[src/rtl/lwd_pkg.sv]
// ----------------------------------------------------------------------------
// lwd_pkg
// Shared types and constants of the least-wait provider dispatcher.
// ----------------------------------------------------------------------------
package lwd_pkg;

    // Field widths fixed by the channel definitions.
    localparam int TIME_W  = 32;
    localparam int SVC_W   = 24;
    localparam int RND_W   = 8;
    localparam int RISK_W  = 9;
    localparam int MASK_W  = 8;
    localparam int MINW_W  = 16;
    localparam int CIDX_W  = 2;
    localparam int CDATA_W = 16;

    // Default sizing of the provider pool.
    localparam int NUM_PROVIDERS_DEF      = 8;
    localparam int SLOTS_PER_PROVIDER_DEF = 4;

    localparam logic [TIME_W-1:0] TIME_MAX = '1;
    localparam logic [RISK_W-1:0] RISK_ONE = 9'd256;

    // Register indexes on the configuration channel.
    localparam logic [CIDX_W-1:0] CFG_RISK_FACTOR  = 2'd0;
    localparam logic [CIDX_W-1:0] CFG_FLAGGED_MASK = 2'd1;
    localparam logic [CIDX_W-1:0] CFG_MIN_WAIT     = 2'd2;

    // Register reset values.
    localparam logic [RISK_W-1:0] RISK_FACTOR_RST  = 9'd256;
    localparam logic [MASK_W-1:0] FLAGGED_MASK_RST = 8'd0;
    localparam logic [MINW_W-1:0] MIN_WAIT_RST     = 16'd17;

    typedef struct packed {
        logic [TIME_W-1:0] now;
        logic [SVC_W-1:0]  service_time;
        logic [RND_W-1:0]  random_pick;
    } t_req;

    typedef struct packed {
        logic [2:0]        provider_index;
        logic [TIME_W-1:0] advertised_wait;
        logic [3:0]        tie_count;
        logic [TIME_W-1:0] provider_free_at;
    } t_res;

    typedef struct packed {
        logic [CIDX_W-1:0]  index;
        logic [CDATA_W-1:0] wdata;
    } t_cfg;

endpackage

[src/rtl/lwd_stream_if.sv]
// ----------------------------------------------------------------------------
// lwd_stream_if
// Valid/ready channel carrying one payload beat per handshake.
// ----------------------------------------------------------------------------
interface lwd_stream_if #(
    parameter type t_payload = logic
) ();

    logic     valid;
    logic     ready;
    t_payload data;

    modport source (output valid, output data, input ready);
    modport sink   (input valid, input data, output ready);

endinterface

[src/rtl/lwd_wait_calc.sv]
// ----------------------------------------------------------------------------
// lwd_wait_calc
// Two-stage shared unit computing the advertised wait of one provider a cycle.
// ----------------------------------------------------------------------------
module lwd_wait_calc #(
    parameter int NUM_PROVIDERS = lwd_pkg::NUM_PROVIDERS_DEF
) (
    input  logic                        i_clk,
    input  logic                        i_rst_n,
    input  logic                        i_vld,
    input  logic [((NUM_PROVIDERS > 1) ? $clog2(NUM_PROVIDERS) : 1)-1:0] i_idx,
    input  logic [lwd_pkg::TIME_W-1:0]  i_next_free,
    input  logic [lwd_pkg::TIME_W-1:0]  i_now,
    input  logic                        i_flag,
    input  logic [lwd_pkg::RISK_W-1:0]  i_risk,
    input  logic [lwd_pkg::MINW_W-1:0]  i_min_wait,
    output logic                        o_vld,
    output logic [((NUM_PROVIDERS > 1) ? $clog2(NUM_PROVIDERS) : 1)-1:0] o_idx,
    output logic [lwd_pkg::TIME_W-1:0]  o_wait
);

    localparam int PW = (NUM_PROVIDERS > 1) ? $clog2(NUM_PROVIDERS) : 1;
    localparam int TW = lwd_pkg::TIME_W;
    localparam int RW = lwd_pkg::RISK_W;
    localparam int PRODW = TW + RW;

    logic          r_s1_vld;
    logic [PW-1:0] r_s1_idx;
    logic [TW-1:0] r_diff;
    logic          r_le;
    logic          r_flag;
    logic          r_s2_vld;
    logic [PW-1:0] r_s2_idx;
    logic [TW-1:0] r_wait;

    logic [RW-1:0]    factor;
    logic [PRODW-1:0] prod;
    logic [TW-1:0]    scaled;
    logic [TW-1:0]    min_ext;
    logic [TW-1:0]    n_wait;

    // A risk above one is clamped, which leaves a zero scale factor.
    always_comb begin
        factor  = (i_risk > lwd_pkg::RISK_ONE) ? '0 : lwd_pkg::RISK_ONE - i_risk;
        prod    = {{RW{1'b0}}, r_diff} * {{TW{1'b0}}, factor};
        scaled  = r_flag ? prod[TW+7:8] : r_diff;
        min_ext = {{(TW-lwd_pkg::MINW_W){1'b0}}, i_min_wait};
        n_wait  = (r_le || (scaled < min_ext)) ? min_ext : scaled;
    end

    always_ff @(posedge i_clk) begin
        if (!i_rst_n) begin
            r_s1_vld <= 1'b0;
            r_s2_vld <= 1'b0;
        end else begin
            r_s1_vld <= i_vld;
            r_s2_vld <= r_s1_vld;
        end
    end

    always_ff @(posedge i_clk) begin
        r_s1_idx <= i_idx;
        r_diff   <= i_next_free - i_now;
        r_le     <= (i_next_free <= i_now);
        r_flag   <= i_flag;
        r_s2_idx <= r_s1_idx;
        r_wait   <= n_wait;
    end

    assign o_vld  = r_s2_vld;
    assign o_idx  = r_s2_idx;
    assign o_wait = r_wait;

endmodule

[src/rtl/lwd_mod_unit.sv]
// ----------------------------------------------------------------------------
// lwd_mod_unit
// Restoring remainder unit: one dividend bit per cycle.
// ----------------------------------------------------------------------------
module lwd_mod_unit #(
    parameter int NUM_PROVIDERS = lwd_pkg::NUM_PROVIDERS_DEF
) (
    input  logic                                   i_clk,
    input  logic                                   i_rst_n,
    input  logic                                   i_start,
    input  logic [lwd_pkg::RND_W-1:0]              i_dividend,
    input  logic [$clog2(NUM_PROVIDERS + 1)-1:0]   i_divisor,
    output logic                                   o_done,
    output logic [$clog2(NUM_PROVIDERS + 1)-1:0]   o_rem
);

    localparam int TW = $clog2(NUM_PROVIDERS + 1);
    localparam int DW = lwd_pkg::RND_W;
    localparam int CW = $clog2(DW);
    localparam logic [CW-1:0] LAST_STEP = CW'(DW - 1);

    logic          r_busy;
    logic          r_done;
    logic [CW-1:0] r_cnt;
    logic [DW-1:0] r_dvd;
    logic [TW-1:0] r_rem;

    logic [TW:0]   shifted;
    logic [TW:0]   trial;
    logic [TW-1:0] n_rem;

    always_comb begin
        shifted = {r_rem, r_dvd[DW-1]};
        trial   = shifted - {1'b0, i_divisor};
        n_rem   = (shifted >= {1'b0, i_divisor}) ? trial[TW-1:0] : shifted[TW-1:0];
    end

    always_ff @(posedge i_clk) begin
        if (!i_rst_n) begin
            r_busy <= 1'b0;
            r_done <= 1'b0;
            r_cnt  <= '0;
        end else begin
            r_done <= 1'b0;
            if (i_start) begin
                r_busy <= 1'b1;
                r_cnt  <= '0;
            end else if (r_busy) begin
                r_cnt <= r_cnt + 1'b1;
                if (r_cnt == LAST_STEP) begin
                    r_busy <= 1'b0;
                    r_done <= 1'b1;
                end
            end
        end
    end

    always_ff @(posedge i_clk) begin
        if (i_start) begin
            r_dvd <= i_dividend;
            r_rem <= '0;
        end else if (r_busy) begin
            r_dvd <= {r_dvd[DW-2:0], 1'b0};
            r_rem <= n_rem;
        end
    end

    assign o_done = r_done;
    assign o_rem  = r_rem;

endmodule

[src/rtl/lwd_slot_store.sv]
// ----------------------------------------------------------------------------
// lwd_slot_store
// Slot free-time memory with a registered read and a zeroing pass after reset.
// ----------------------------------------------------------------------------
module lwd_slot_store #(
    parameter int NUM_PROVIDERS      = lwd_pkg::NUM_PROVIDERS_DEF,
    parameter int SLOTS_PER_PROVIDER = lwd_pkg::SLOTS_PER_PROVIDER_DEF
) (
    input  logic                       i_clk,
    input  logic                       i_rst_n,
    input  logic [$clog2(NUM_PROVIDERS * SLOTS_PER_PROVIDER)-1:0] i_rd_addr,
    output logic [lwd_pkg::TIME_W-1:0] o_rd_data,
    input  logic                       i_wr_en,
    input  logic [$clog2(NUM_PROVIDERS * SLOTS_PER_PROVIDER)-1:0] i_wr_addr,
    input  logic [lwd_pkg::TIME_W-1:0] i_wr_data,
    output logic                       o_busy
);

    localparam int DEPTH = NUM_PROVIDERS * SLOTS_PER_PROVIDER;
    localparam int AW = $clog2(DEPTH);
    localparam logic [AW-1:0] LAST_ADDR = AW'(DEPTH - 1);

    logic [lwd_pkg::TIME_W-1:0] mem [DEPTH];
    logic [lwd_pkg::TIME_W-1:0] r_rd_data;
    logic                       r_busy;
    logic [AW-1:0]              r_clr_addr;

    logic                       wr_en;
    logic [AW-1:0]              wr_addr;
    logic [lwd_pkg::TIME_W-1:0] wr_data;

    // The zeroing pass owns the write port until it has swept every entry.
    always_comb begin
        wr_en   = r_busy | i_wr_en;
        wr_addr = r_busy ? r_clr_addr : i_wr_addr;
        wr_data = r_busy ? '0 : i_wr_data;
    end

    always_ff @(posedge i_clk) begin
        if (!i_rst_n) begin
            r_busy     <= 1'b1;
            r_clr_addr <= '0;
        end else if (r_busy) begin
            r_clr_addr <= r_clr_addr + 1'b1;
            if (r_clr_addr == LAST_ADDR) begin
                r_busy <= 1'b0;
            end
        end
    end

    always_ff @(posedge i_clk) begin
        if (wr_en) begin
            mem[wr_addr] <= wr_data;
        end
        r_rd_data <= mem[i_rd_addr];
    end

    assign o_rd_data = r_rd_data;
    assign o_busy    = r_busy;

endmodule

[src/rtl/least_wait_provider_dispatcher_core.sv]
// ----------------------------------------------------------------------------
// least_wait_provider_dispatcher_core
// Picks the provider with the least advertised wait, breaks ties at random,
// and books the earliest-free slot of the chosen provider.
// ----------------------------------------------------------------------------
//
//  Channel  Dir  Payload                                       Handshake
//  -------  ---  --------------------------------------------  -----------
//  i_req    in   now, service_time, random_pick                valid/ready
//  o_res    out  provider_index, advertised_wait, tie_count,   valid/ready
//                provider_free_at
//  i_cfg    in   index (risk, mask, min wait), wdata           valid/ready
//
// A request passes in turn through the two-stage wait unit, the bit-serial
// remainder, and a registered read of each slot from the slot memory.
// After reset the slot memory is zeroed; requests wait for it, and
// configuration beats are taken at once. A result beat that is not taken
// stalls only the completion of the following request.
// ----------------------------------------------------------------------------
module least_wait_provider_dispatcher_core #(
    parameter int NUM_PROVIDERS      = lwd_pkg::NUM_PROVIDERS_DEF,
    parameter int SLOTS_PER_PROVIDER = lwd_pkg::SLOTS_PER_PROVIDER_DEF
) (
    input  logic                 i_clk,
    input  logic                 i_rst_n,
    lwd_stream_if.sink           i_req,
    lwd_stream_if.source         o_res,
    lwd_stream_if.sink           i_cfg
);

    localparam int PW = (NUM_PROVIDERS > 1) ? $clog2(NUM_PROVIDERS) : 1;
    localparam int TW = $clog2(NUM_PROVIDERS + 1);
    localparam int AW = $clog2(NUM_PROVIDERS * SLOTS_PER_PROVIDER);
    localparam int SW = (SLOTS_PER_PROVIDER > 1) ? $clog2(SLOTS_PER_PROVIDER) : 1;
    localparam int TMW = lwd_pkg::TIME_W;

    localparam logic [PW-1:0] LAST_P = PW'(NUM_PROVIDERS - 1);
    localparam logic [SW-1:0] LAST_S = SW'(SLOTS_PER_PROVIDER - 1);

    // Sequencer states.
    localparam logic [2:0] ST_IDLE = 3'd0;
    localparam logic [2:0] ST_WAIT = 3'd1;
    localparam logic [2:0] ST_MOD  = 3'd2;
    localparam logic [2:0] ST_PICK = 3'd3;
    localparam logic [2:0] ST_SLOT = 3'd4;
    localparam logic [2:0] ST_UPD  = 3'd5;
    localparam logic [2:0] ST_NEXT = 3'd6;

    // Configuration registers.
    logic [lwd_pkg::RISK_W-1:0] r_risk;
    logic [lwd_pkg::MASK_W-1:0] r_mask;
    logic [lwd_pkg::MINW_W-1:0] r_min_wait;

    // Control state.
    logic [2:0]    r_state,   n_state;
    logic [PW-1:0] r_p,       n_p;
    logic          r_issue,   n_issue;
    logic          r_ph,      n_ph;
    logic [SW-1:0] r_s,       n_s;
    logic          r_out_vld, n_out_vld;

    // Per-provider state, cleared at reset.
    logic [TMW-1:0] r_nf     [NUM_PROVIDERS];
    logic [TMW-1:0] n_nf     [NUM_PROVIDERS];
    logic [TMW-1:0] r_visits [NUM_PROVIDERS];
    logic [TMW-1:0] n_visits [NUM_PROVIDERS];

    // Working payload of the request in flight.
    logic [TMW-1:0]              r_waits [NUM_PROVIDERS];
    logic [TMW-1:0]              n_waits [NUM_PROVIDERS];
    logic [TMW-1:0]              r_now,      n_now;
    logic [lwd_pkg::SVC_W-1:0]   r_svc,      n_svc;
    logic [lwd_pkg::RND_W-1:0]   r_rnd,      n_rnd;
    logic [TMW-1:0]              r_least,    n_least;
    logic [TW-1:0]               r_ties,     n_ties;
    logic [TW-1:0]               r_pick,     n_pick;
    logic [TW-1:0]               r_seen,     n_seen;
    logic [PW-1:0]               r_chosen,   n_chosen;
    logic [AW-1:0]               r_base,     n_base;
    logic [TMW-1:0]              r_min1,     n_min1;
    logic [TMW-1:0]              r_min2,     n_min2;
    logic [AW-1:0]               r_low_addr, n_low_addr;
    logic [TMW-1:0]              r_new,      n_new;
    lwd_pkg::t_res               r_out,      n_out;

    // Wait unit connections.
    logic           wc_in_vld;
    logic           wc_flag;
    logic           wc_out_vld;
    logic [PW-1:0]  wc_out_idx;
    logic [TMW-1:0] wc_out_wait;

    // Remainder unit connections.
    logic          mod_start;
    logic          mod_done;
    logic [TW-1:0] mod_rem;

    // Slot memory connections.
    logic [AW-1:0]  slot_rd_addr;
    logic [TMW-1:0] slot_rd_data;
    logic           slot_wr_en;
    logic [TMW-1:0] slot_wr_data;
    logic           slot_busy;

    // Slot update arithmetic.
    logic [TMW-1:0] upd_start;
    logic [TMW:0]   upd_sum;
    logic [TMW-1:0] next_low;

    logic req_acc;

    // ------------------------------------------------------------------
    // Handshakes and configuration.
    // ------------------------------------------------------------------
    assign i_req.ready = (r_state == ST_IDLE) && !slot_busy;
    assign req_acc     = i_req.valid && i_req.ready;
    assign i_cfg.ready = 1'b1;
    assign o_res.valid = r_out_vld;
    assign o_res.data  = r_out;

    // Configuration is to be written only between requests, so a write never disturbs
    // a request in flight; the block does not enforce this. Indexes past the list are dropped.
    always_ff @(posedge i_clk) begin
        if (!i_rst_n) begin
            r_risk     <= lwd_pkg::RISK_FACTOR_RST;
            r_mask     <= lwd_pkg::FLAGGED_MASK_RST;
            r_min_wait <= lwd_pkg::MIN_WAIT_RST;
        end else if (i_cfg.valid && i_cfg.ready) begin
            case (i_cfg.data.index)
                lwd_pkg::CFG_RISK_FACTOR: begin
                    r_risk <= i_cfg.data.wdata[lwd_pkg::RISK_W-1:0];
                end
                lwd_pkg::CFG_FLAGGED_MASK: begin
                    r_mask <= i_cfg.data.wdata[lwd_pkg::MASK_W-1:0];
                end
                lwd_pkg::CFG_MIN_WAIT: begin
                    r_min_wait <= i_cfg.data.wdata;
                end
                default: begin
                end
            endcase
        end
    end

    // ------------------------------------------------------------------
    // Shared units.
    // ------------------------------------------------------------------

    // Only providers below the mask width can be flagged.
    assign wc_flag = (int'(r_p) < lwd_pkg::MASK_W) && r_mask[3'(r_p)];

    lwd_wait_calc #(
        .NUM_PROVIDERS (NUM_PROVIDERS)
    ) u_wait_calc (
        .i_clk       (i_clk),
        .i_rst_n     (i_rst_n),
        .i_vld       (wc_in_vld),
        .i_idx       (r_p),
        .i_next_free (r_nf[r_p]),
        .i_now       (r_now),
        .i_flag      (wc_flag),
        .i_risk      (r_risk),
        .i_min_wait  (r_min_wait),
        .o_vld       (wc_out_vld),
        .o_idx       (wc_out_idx),
        .o_wait      (wc_out_wait)
    );

    lwd_mod_unit #(
        .NUM_PROVIDERS (NUM_PROVIDERS)
    ) u_mod_unit (
        .i_clk      (i_clk),
        .i_rst_n    (i_rst_n),
        .i_start    (mod_start),
        .i_dividend (r_rnd),
        .i_divisor  (r_ties),
        .o_done     (mod_done),
        .o_rem      (mod_rem)
    );

    assign slot_rd_addr = r_base + AW'(r_s);

    lwd_slot_store #(
        .NUM_PROVIDERS      (NUM_PROVIDERS),
        .SLOTS_PER_PROVIDER (SLOTS_PER_PROVIDER)
    ) u_slot_store (
        .i_clk     (i_clk),
        .i_rst_n   (i_rst_n),
        .i_rd_addr (slot_rd_addr),
        .o_rd_data (slot_rd_data),
        .i_wr_en   (slot_wr_en),
        .i_wr_addr (r_low_addr),
        .i_wr_data (slot_wr_data),
        .o_busy    (slot_busy)
    );

    // A slot that is empty or already past restarts at now; otherwise the
    // new booking queues behind it. The sum saturates at the time maximum.
    always_comb begin
        upd_start = ((r_min1 == '0) || (r_min1 < r_now)) ? r_now : r_min1;
        upd_sum   = {1'b0, upd_start} + {{(TMW + 1 - lwd_pkg::SVC_W){1'b0}}, r_svc};
        next_low  = (r_new < r_min2) ? r_new : r_min2;
        if (next_low < r_now) begin
            next_low = r_now;
        end
    end

    // ------------------------------------------------------------------
    // Sequencer.
    // ------------------------------------------------------------------
    always_comb begin
        n_state    = r_state;
        n_p        = r_p;
        n_issue    = r_issue;
        n_ph       = r_ph;
        n_s        = r_s;
        n_out_vld  = r_out_vld;
        n_nf       = r_nf;
        n_visits   = r_visits;
        n_waits    = r_waits;
        n_now      = r_now;
        n_svc      = r_svc;
        n_rnd      = r_rnd;
        n_least    = r_least;
        n_ties     = r_ties;
        n_pick     = r_pick;
        n_seen     = r_seen;
        n_chosen   = r_chosen;
        n_base     = r_base;
        n_min1     = r_min1;
        n_min2     = r_min2;
        n_low_addr = r_low_addr;
        n_new      = r_new;
        n_out      = r_out;

        wc_in_vld    = 1'b0;
        mod_start    = 1'b0;
        slot_wr_en   = 1'b0;
        slot_wr_data = upd_sum[TMW] ? lwd_pkg::TIME_MAX : upd_sum[TMW-1:0];

        // The result beat leaves as soon as the sink takes it.
        if (r_out_vld && o_res.ready) begin
            n_out_vld = 1'b0;
        end

        case (r_state)
            ST_IDLE: begin
                if (req_acc) begin
                    n_now   = i_req.data.now;
                    n_svc   = i_req.data.service_time;
                    n_rnd   = i_req.data.random_pick;
                    n_p     = '0;
                    n_issue = 1'b1;
                    n_state = ST_WAIT;
                end
            end

            // Feed one provider a cycle into the wait unit and fold each
            // returned wait into the running least value and tie count.
            ST_WAIT: begin
                if (r_issue) begin
                    wc_in_vld = 1'b1;
                    if (r_p == LAST_P) begin
                        n_issue = 1'b0;
                    end else begin
                        n_p = r_p + 1'b1;
                    end
                end
                if (wc_out_vld) begin
                    n_waits[wc_out_idx] = wc_out_wait;
                    if ((wc_out_idx == '0) || (wc_out_wait < r_least)) begin
                        n_least = wc_out_wait;
                        n_ties  = TW'(1);
                    end else if (wc_out_wait == r_least) begin
                        n_ties = r_ties + 1'b1;
                    end
                    if (wc_out_idx == LAST_P) begin
                        mod_start = 1'b1;
                        n_state   = ST_MOD;
                    end
                end
            end

            ST_MOD: begin
                if (mod_done) begin
                    n_pick  = mod_rem;
                    n_p     = '0;
                    n_seen  = '0;
                    n_state = ST_PICK;
                end
            end

            // Walk the providers in order and stop at the tied one whose
            // rank among the ties equals the remainder.
            ST_PICK: begin
                n_p = r_p + 1'b1;
                if (r_waits[r_p] == r_least) begin
                    if (r_seen == r_pick) begin
                        n_chosen = r_p;
                        n_base   = AW'(int'(r_p) * SLOTS_PER_PROVIDER);
                        n_s      = '0;
                        n_ph     = 1'b0;
                        n_state  = ST_SLOT;
                    end else begin
                        n_seen = r_seen + 1'b1;
                    end
                end
            end

            // For each slot the address goes out, then the registered data comes
            // back. Keep the least slot, its address and the second least, so the
            // next-free time needs no re-read.
            ST_SLOT: begin
                if (!r_ph) begin
                    n_ph = 1'b1;
                end else begin
                    n_ph = 1'b0;
                    if (r_s == '0) begin
                        n_min1     = slot_rd_data;
                        n_min2     = lwd_pkg::TIME_MAX;
                        n_low_addr = slot_rd_addr;
                    end else if (slot_rd_data < r_min1) begin
                        n_min1     = slot_rd_data;
                        n_min2     = r_min1;
                        n_low_addr = slot_rd_addr;
                    end else if (slot_rd_data < r_min2) begin
                        n_min2 = slot_rd_data;
                    end
                    if (r_s == LAST_S) begin
                        n_state = ST_UPD;
                    end else begin
                        n_s = r_s + 1'b1;
                    end
                end
            end

            ST_UPD: begin
                slot_wr_en = 1'b1;
                n_new      = slot_wr_data;
                n_state    = ST_NEXT;
            end

            // Commit once the output register is free.
            ST_NEXT: begin
                if (!r_out_vld || o_res.ready) begin
                    n_nf[r_chosen]          = next_low;
                    n_visits[r_chosen]      = r_visits[r_chosen] + 1'b1;
                    n_out.provider_index    = 3'(r_chosen);
                    n_out.advertised_wait   = r_least;
                    n_out.tie_count         = 4'(r_ties);
                    n_out.provider_free_at  = next_low;
                    n_out_vld               = 1'b1;
                    n_state                 = ST_IDLE;
                end
            end

            default: begin
                n_state = ST_IDLE;
            end
        endcase
    end

    always_ff @(posedge i_clk) begin
        if (!i_rst_n) begin
            r_state   <= ST_IDLE;
            r_p       <= '0;
            r_issue   <= 1'b0;
            r_ph      <= 1'b0;
            r_s       <= '0;
            r_out_vld <= 1'b0;
            for (int i = 0; i < NUM_PROVIDERS; i++) begin
                r_nf[i]     <= '0;
                r_visits[i] <= '0;
            end
        end else begin
            r_state   <= n_state;
            r_p       <= n_p;
            r_issue   <= n_issue;
            r_ph      <= n_ph;
            r_s       <= n_s;
            r_out_vld <= n_out_vld;
            r_nf      <= n_nf;
            r_visits  <= n_visits;
        end
    end

    always_ff @(posedge i_clk) begin
        r_waits    <= n_waits;
        r_now      <= n_now;
        r_svc      <= n_svc;
        r_rnd      <= n_rnd;
        r_least    <= n_least;
        r_ties     <= n_ties;
        r_pick     <= n_pick;
        r_seen     <= n_seen;
        r_chosen   <= n_chosen;
        r_base     <= n_base;
        r_min1     <= n_min1;
        r_min2     <= n_min2;
        r_low_addr <= n_low_addr;
        r_new      <= n_new;
        r_out      <= n_out;
    end

endmodule

[src/flat_wrapper.sv]
// flat-port wrapper written by rule: the top's interface ports become plain ports
module least_wait_provider_dispatcher_core_flat 
#(
    parameter int NUM_PROVIDERS      = lwd_pkg::NUM_PROVIDERS_DEF,
    parameter int SLOTS_PER_PROVIDER = lwd_pkg::SLOTS_PER_PROVIDER_DEF
)
  (i_clk, i_rst_n, i_req_valid, i_req_data, i_req_ready, o_res_valid, o_res_data, o_res_ready, i_cfg_valid, i_cfg_data, i_cfg_ready);
  lwd_stream_if #(.t_payload(lwd_pkg::t_req)) i_req_i ();
  lwd_stream_if #(.t_payload(lwd_pkg::t_res)) o_res_i ();
  lwd_stream_if #(.t_payload(lwd_pkg::t_cfg)) i_cfg_i ();
  input  logic i_clk;
  input  logic i_rst_n;
  input wire logic [$bits(i_req_i.valid)-1:0] i_req_valid;
  input wire logic [$bits(i_req_i.data)-1:0] i_req_data;
  output wire logic [$bits(i_req_i.ready)-1:0] i_req_ready;
  output wire logic [$bits(o_res_i.valid)-1:0] o_res_valid;
  output wire logic [$bits(o_res_i.data)-1:0] o_res_data;
  input wire logic [$bits(o_res_i.ready)-1:0] o_res_ready;
  input wire logic [$bits(i_cfg_i.valid)-1:0] i_cfg_valid;
  input wire logic [$bits(i_cfg_i.data)-1:0] i_cfg_data;
  output wire logic [$bits(i_cfg_i.ready)-1:0] i_cfg_ready;
  assign i_req_i.valid = i_req_valid;
  assign i_req_i.data = i_req_data;
  assign i_req_ready = i_req_i.ready;
  assign o_res_valid = o_res_i.valid;
  assign o_res_data = o_res_i.data;
  assign o_res_i.ready = o_res_ready;
  assign i_cfg_i.valid = i_cfg_valid;
  assign i_cfg_i.data = i_cfg_data;
  assign i_cfg_ready = i_cfg_i.ready;
  least_wait_provider_dispatcher_core #(.NUM_PROVIDERS(NUM_PROVIDERS), .SLOTS_PER_PROVIDER(SLOTS_PER_PROVIDER)) u_core (.i_clk(i_clk), .i_rst_n(i_rst_n), .i_req(i_req_i), .o_res(o_res_i), .i_cfg(i_cfg_i));
endmodule
[config.mk]
export PLATFORM = sky130hd
export DESIGN_NAME = least_wait_provider_dispatcher_core_flat
export DESIGN_NICKNAME = d
export VERILOG_FILES = /design/src/rtl/lwd_pkg.sv /design/src/rtl/lwd_stream_if.sv /design/src/rtl/lwd_wait_calc.sv /design/src/rtl/lwd_mod_unit.sv /design/src/rtl/lwd_slot_store.sv /design/src/rtl/least_wait_provider_dispatcher_core.sv /design/src/flat_wrapper.sv
export SDC_FILE = /design/constraint.sdc
export NUM_CORES = 2
export LEC_CHECK = 0
export BUFFER_PORTS_ARGS = -buffer_cell sky130_fd_sc_hd__buf_2
export CAP_MARGIN = 20
export CORE_MARGIN = 3
export CORE_UTILIZATION = 40
export CTS_CLUSTER_DIAMETER = 80
export CTS_CLUSTER_SIZE = 30
export DETAILED_ROUTE_END_ITERATION = 10
export GPL_ROUTABILITY_DRIVEN = 0
export HOLD_SLACK_MARGIN = 0.03
export PLACE_DENSITY_LB_ADDON = 0.08
export SLEW_MARGIN = 20
export SYNTH_ARGS = -nofsm -noshare
export SYNTH_HDL_FRONTEND = slang
export SYNTH_SLANG_ARGS = --single-unit
[constraint.sdc]
create_clock -name i_clk -period 9.8 [get_ports i_clk]
set_input_delay 0.49 -clock i_clk [delete_from_list [all_inputs] [get_ports i_clk]]
set_output_delay 0.49 -clock i_clk [all_outputs]
set_load 0.05 [all_outputs]
==> impl_metrics.ini <==
[sta]
max-slew-margin-rel_pct = 25.3
tightest_slew_ps = 1120
setup_violations = 0
finalCritPeriodShare_pct = 94.8
rsz0062_at_grt = no
final_total_negative_setup_slack_ps = 0
hold_viol = 0
worst_case_setup_margin_in_the_final_layout_ps = 510
layout_min_cycle_time_ps = 9290
slew_viol_final = 0
max_freq_ghz = 0.108
finalHoldWorstSlack_ps = 74.8
worst_clock_skew_ps = 84.8

[power_and_ir_drop]
p_switching_uw = 3800
power.share.switching_pct = 24.4
power-per-cell-area_nw_per_um2 = 149
internal_power_uw = 11800
comb_power_share_pct = 5.7
clockPowerShare_pct = 36.1
leakage_uw = 0.0382
power.share.sequential_pct = 58.3
peakVddDrop_v = 0.000157

[drt]
drt_wl_total_um = 292000
detail_route.drc_violations = 0
vias = 59100
viasPerCell = 5.89
post_drt_wl_per_cell_um = 29.1
drtAntennaViolNets = 0
detail_route.first_pass.iterations = 5
initialDrtViolationCount = 5961

[final_layout]
fraction_of_layout_instances_using_a_drive_strength_above_1_pct = 16.9
sequential_cell_area_um2 = 55600
syn2layout_area_growth_pct = 10.4
final_util_pct = 44.7
fill_cells = 21000
final_nets = 7442
multiInputGateArea_um2 = 36400

[setup_path]
setup.worst_path.start_class = flip-flop
cp-end-kind = flip-flop
path_common_cell = sky130_fd_sc_hd__fa_1
worst_ep_required_time_ps = 10520
critical-path-slowest-cell = sky130_fd_sc_hd__o31a_1
ff2ff_path_depth = 28
timing.critical_path.fanout_max = 20
critPathArrivalTime_ps = 10010
criticalPathCategory = flip-flop to flip-flop
slowest_delay_ps = 830

[logic_synthesis]
yosysUniqueCellTypes = 91
netlist_instances = 6753
synth_fp_nets = 7380
postSynth.topFlopCell = sky130_fd_sc_hd__edfxtp_1
post_synthesis_sequential_element_count = 1992
yosysWarningCount = 0
async_flop_share_pct = 0
synth_sequential_area_ratio_pct = 58.8
count_of_flip_flops_with_a_built_in_enable_after_synthesis = 1571
synth.avg_cell_area_um2 = 14.0
netlist_area_um2 = 94600

[clock_tree]
insertion_delay_ps = 840
ctsRootBufferMaster = sky130_fd_sc_hd__clkbuf_16
cts_tree = done
sinks_on_clock_net = 1992
h-tree-depth = 3
clkTransAtPathRegs_ps = 110
ctsLongestPathBuffers = 3
cts.repair.resized = 0
cts_setup_buffers = 0
cts_buffers = 109

[floorplanning]
fp.dieH_um = 492
die-width_um = 492
initial_core_util_pct = 40.4
die-area_um2 = 242000
ioPinCount = 161
rows = 177
design.core.area_um2 = 234000

[global_routing]
grt_first_pass_wirelength_um = 423000
grt_max_degree = 189
gr-usage-all-layers_pct = 23.7
globalRoute.totalOverflow = 0
antenna_found_initial = 20
first_global_vias = 58100

[worst_hold_path]
hold-path-cell-count = 1
min-delay-path-class = input pin to flip-flop

[place]
placement.io_buffers = 159
dp_worst_setup_slack_ps = 544
hpwl_um = 182000

[run]
drv.max_cap_violation_count = 0

[outcome]
run_status = finished, final reports clean
-- worst max-delay path, delay by kind of cell (launching register included) --
kind / cells / cell delay [ps]
AND/OR/NAND/NOR: 11 / 3070
adder cells (fa/ha/maj): 6 / 2680
AO/OA/AOI/OAI: 4 / 1840
multiplexers: 2 / 720
buffers and inverters: 4 / 410
flip-flops: 1 / 370
XOR/XNOR: 1 / 60
-- through the flow --
stage / total power, uW / area, um^2 / cells
3_3_place_gp: 10100 / 99500 / 9756
3_5_place_dp: 10100 / 99500 / 9758
5_1_grt: 16100 / 104000 / 10000
6_report: 15600 / 104000 / 10000
2_1_floorplan: 9850 / 94600 / 6753
4_1_cts: 15700 / 104000 / 10000
-- per-layer routing --
| metal | vias to the layer above | wire [um] | GRT usage (%) |
|---|---|---|---|
| met1 | 31000 | 134000 | 35.2 |
| met5 | - | 51 | 0 |
| met4 | 8 | 7450 | 5.62 |
| met2 | 1916 | 134000 | 37.0 |
| met3 | 310 | 17000 | 3.21 |
| li1 | 25900 | - | - |
-- synthesized netlist by cell type, types with 9 or more instances --
library cell	number	share of area [%]
sky130_fd_sc_hd__a21oi_1	184	0.97
sky130_fd_sc_hd__o311ai_0	256	2.4
sky130_fd_sc_hd__a31oi_1	21	0.14
sky130_fd_sc_hd__o211ai_1	16	0.13
sky130_fd_sc_hd__nor2b_1	60	0.40
sky130_fd_sc_hd__o21a_1	22	0.17
sky130_fd_sc_hd__a211oi_1	22	0.17
sky130_fd_sc_hd__nand2b_1	26	0.17
sky130_fd_sc_hd__or3_1	13	0.086
sky130_fd_sc_hd__and2_1	191	1.3
sky130_fd_sc_hd__a21boi_0	9	0.071
sky130_fd_sc_hd__dfxtp_1	421	8.9
sky130_fd_sc_hd__mux2i_1	65	0.69
sky130_fd_sc_hd__o21bai_1	11	0.087
sky130_fd_sc_hd__mux2_2	120	1.4
sky130_fd_sc_hd__inv_1	421	1.7
sky130_fd_sc_hd__buf_1	75	0.30
sky130_fd_sc_hd__a21o_1	102	0.81
sky130_fd_sc_hd__nand3b_1	9	0.071
sky130_fd_sc_hd__a22oi_1	132	1.0
sky130_fd_sc_hd__o21ai_0	113	0.60
sky130_fd_sc_hd__xor2_1	27	0.25
sky130_fd_sc_hd__xnor2_1	93	0.86
sky130_fd_sc_hd__a211o_1	42	0.39
sky130_fd_sc_hd__and3_1	14	0.093
sky130_fd_sc_hd__nor3_1	44	0.23
sky130_fd_sc_hd__edfxtp_1	1571	50
sky130_fd_sc_hd__ha_1	328	4.3
sky130_fd_sc_hd__nand2_1	376	1.5
sky130_fd_sc_hd__mux4_2	386	9.2
sky130_fd_sc_hd__clkbuf_1	356	1.4
sky130_fd_sc_hd__fa_1	212	4.5
sky130_fd_sc_hd__nand3_1	564	3.0
sky130_fd_sc_hd__nor4_1	30	0.20
sky130_fd_sc_hd__nand4_1	83	0.55
sky130_fd_sc_hd__nor2_1	213	0.85
-- flip-flops by register name, indices dropped and copies added, names as in the netlist, 8 cells and up --
register	flops
u_core.r_min1	32
u_core.r_rnd	8
u_core.u_slot_store.o_rd_data	32
u_core.r_risk	9
u_core.u_slot_store.mem	1024
u_core.r_nf	256
u_core.u_wait_calc.o_wait	32
u_core.r_min_wait	16
u_core.r_waits	256
u_core.u_mod_unit.r_dvd	8
u_core.u_wait_calc.r_diff	32
u_core.r_mask	8
u_core.r_new	32
u_core.r_least	32
u_core.r_now	32
u_core.r_svc	24
u_core.r_min2	32
u_core.o_res.data	71
-- area by class of cell --
type                            count  area share [%]
Multi-Input combinational cell   3902            34.9
Antenna cell                        7          0.0168
Clock buffer                      117            2.69
Timing Repair Buffer              387            2.71
Inverter                          423            1.52
Clock inverter                     85            1.19
Tap cell                         3132            3.75
Sequential cell                  1992            53.3
-- final timing paths --
check | start | endpoint | slack [ps]
max | u_core.r_risk[2]$_SDFFE_PN0P_ | u_core.u_wait_calc.o_wait[6]$_DFF_P_ | 510
min | i_req_data[61] | u_core.r_now[29]$_DFFE_PP_ | 70
max reg2reg | u_core.r_risk[2]$_SDFFE_PN0P_ | u_core.u_wait_calc.o_wait[6]$_DFF_P_ | 510
min reg2reg | u_core.u_wait_calc.r_s1_idx[1]$_DFF_P_ | u_core.u_wait_calc.o_idx[1]$_DFF_P_ | 340
-- cell usage in the layout (no fill, tap or decap), drive strengths merged, types with 18 or more instances in the layout --
| cell type | instances |
|---|---|
| a31oi | 23 |
| a21oi | 184 |
| nand4 | 83 |
| nor3 | 44 |
| o21ai | 116 |
| dfxtp | 421 |
| buf | 309 |
| mux2i | 65 |
| a211oi | 22 |
| nor2b | 60 |
| xnor2 | 93 |
| dlygate4sd3 | 78 |
| fa | 212 |
| xor2 | 27 |
| nand2b | 26 |
| clkinv | 35 |
| a21o | 103 |
| inv | 463 |
| nor2 | 213 |
| nand3 | 564 |
| mux2 | 126 |
| nor4 | 31 |
| clkbuf | 117 |
| edfxtp | 1571 |
| and2 | 193 |
| ha | 328 |
| mux4 | 386 |
| o311ai | 256 |
| o211ai | 18 |
| o21a | 22 |
| a22oi | 132 |
| nand2 | 376 |
| a211o | 42 |
-- cells by family after synthesis --
kind of cell    after synthesis  synth area share, %
flops                      1992                 58.8
simple gates               1661                 8.72
compound gates             1003                 7.72
buf+inv                     859                 3.44
mux                         577                 11.4
fa+ha+maj                   540                 8.83
xor+xnor                    120                 1.11
other cells                   1              0.00396
-- power by group through the flow --
stage	Clock [uW]	Sequential, uW	Combinational (uW)
6_report	5620	9080	884
5_1_grt	6060	9080	997
4_1_cts	5780	9080	886
3_5_place_dp	0	9270	859
3_3_place_gp	0	9270	855
2_1_floorplan	0	9260	590
-- repair_timing --
action | CTS | global route
hold buffers | 77 | 1
hold endpoints to repair | 94 | 1
setup endpoints to repair | 0 | 0
Power figures use the tool's default switching activity.
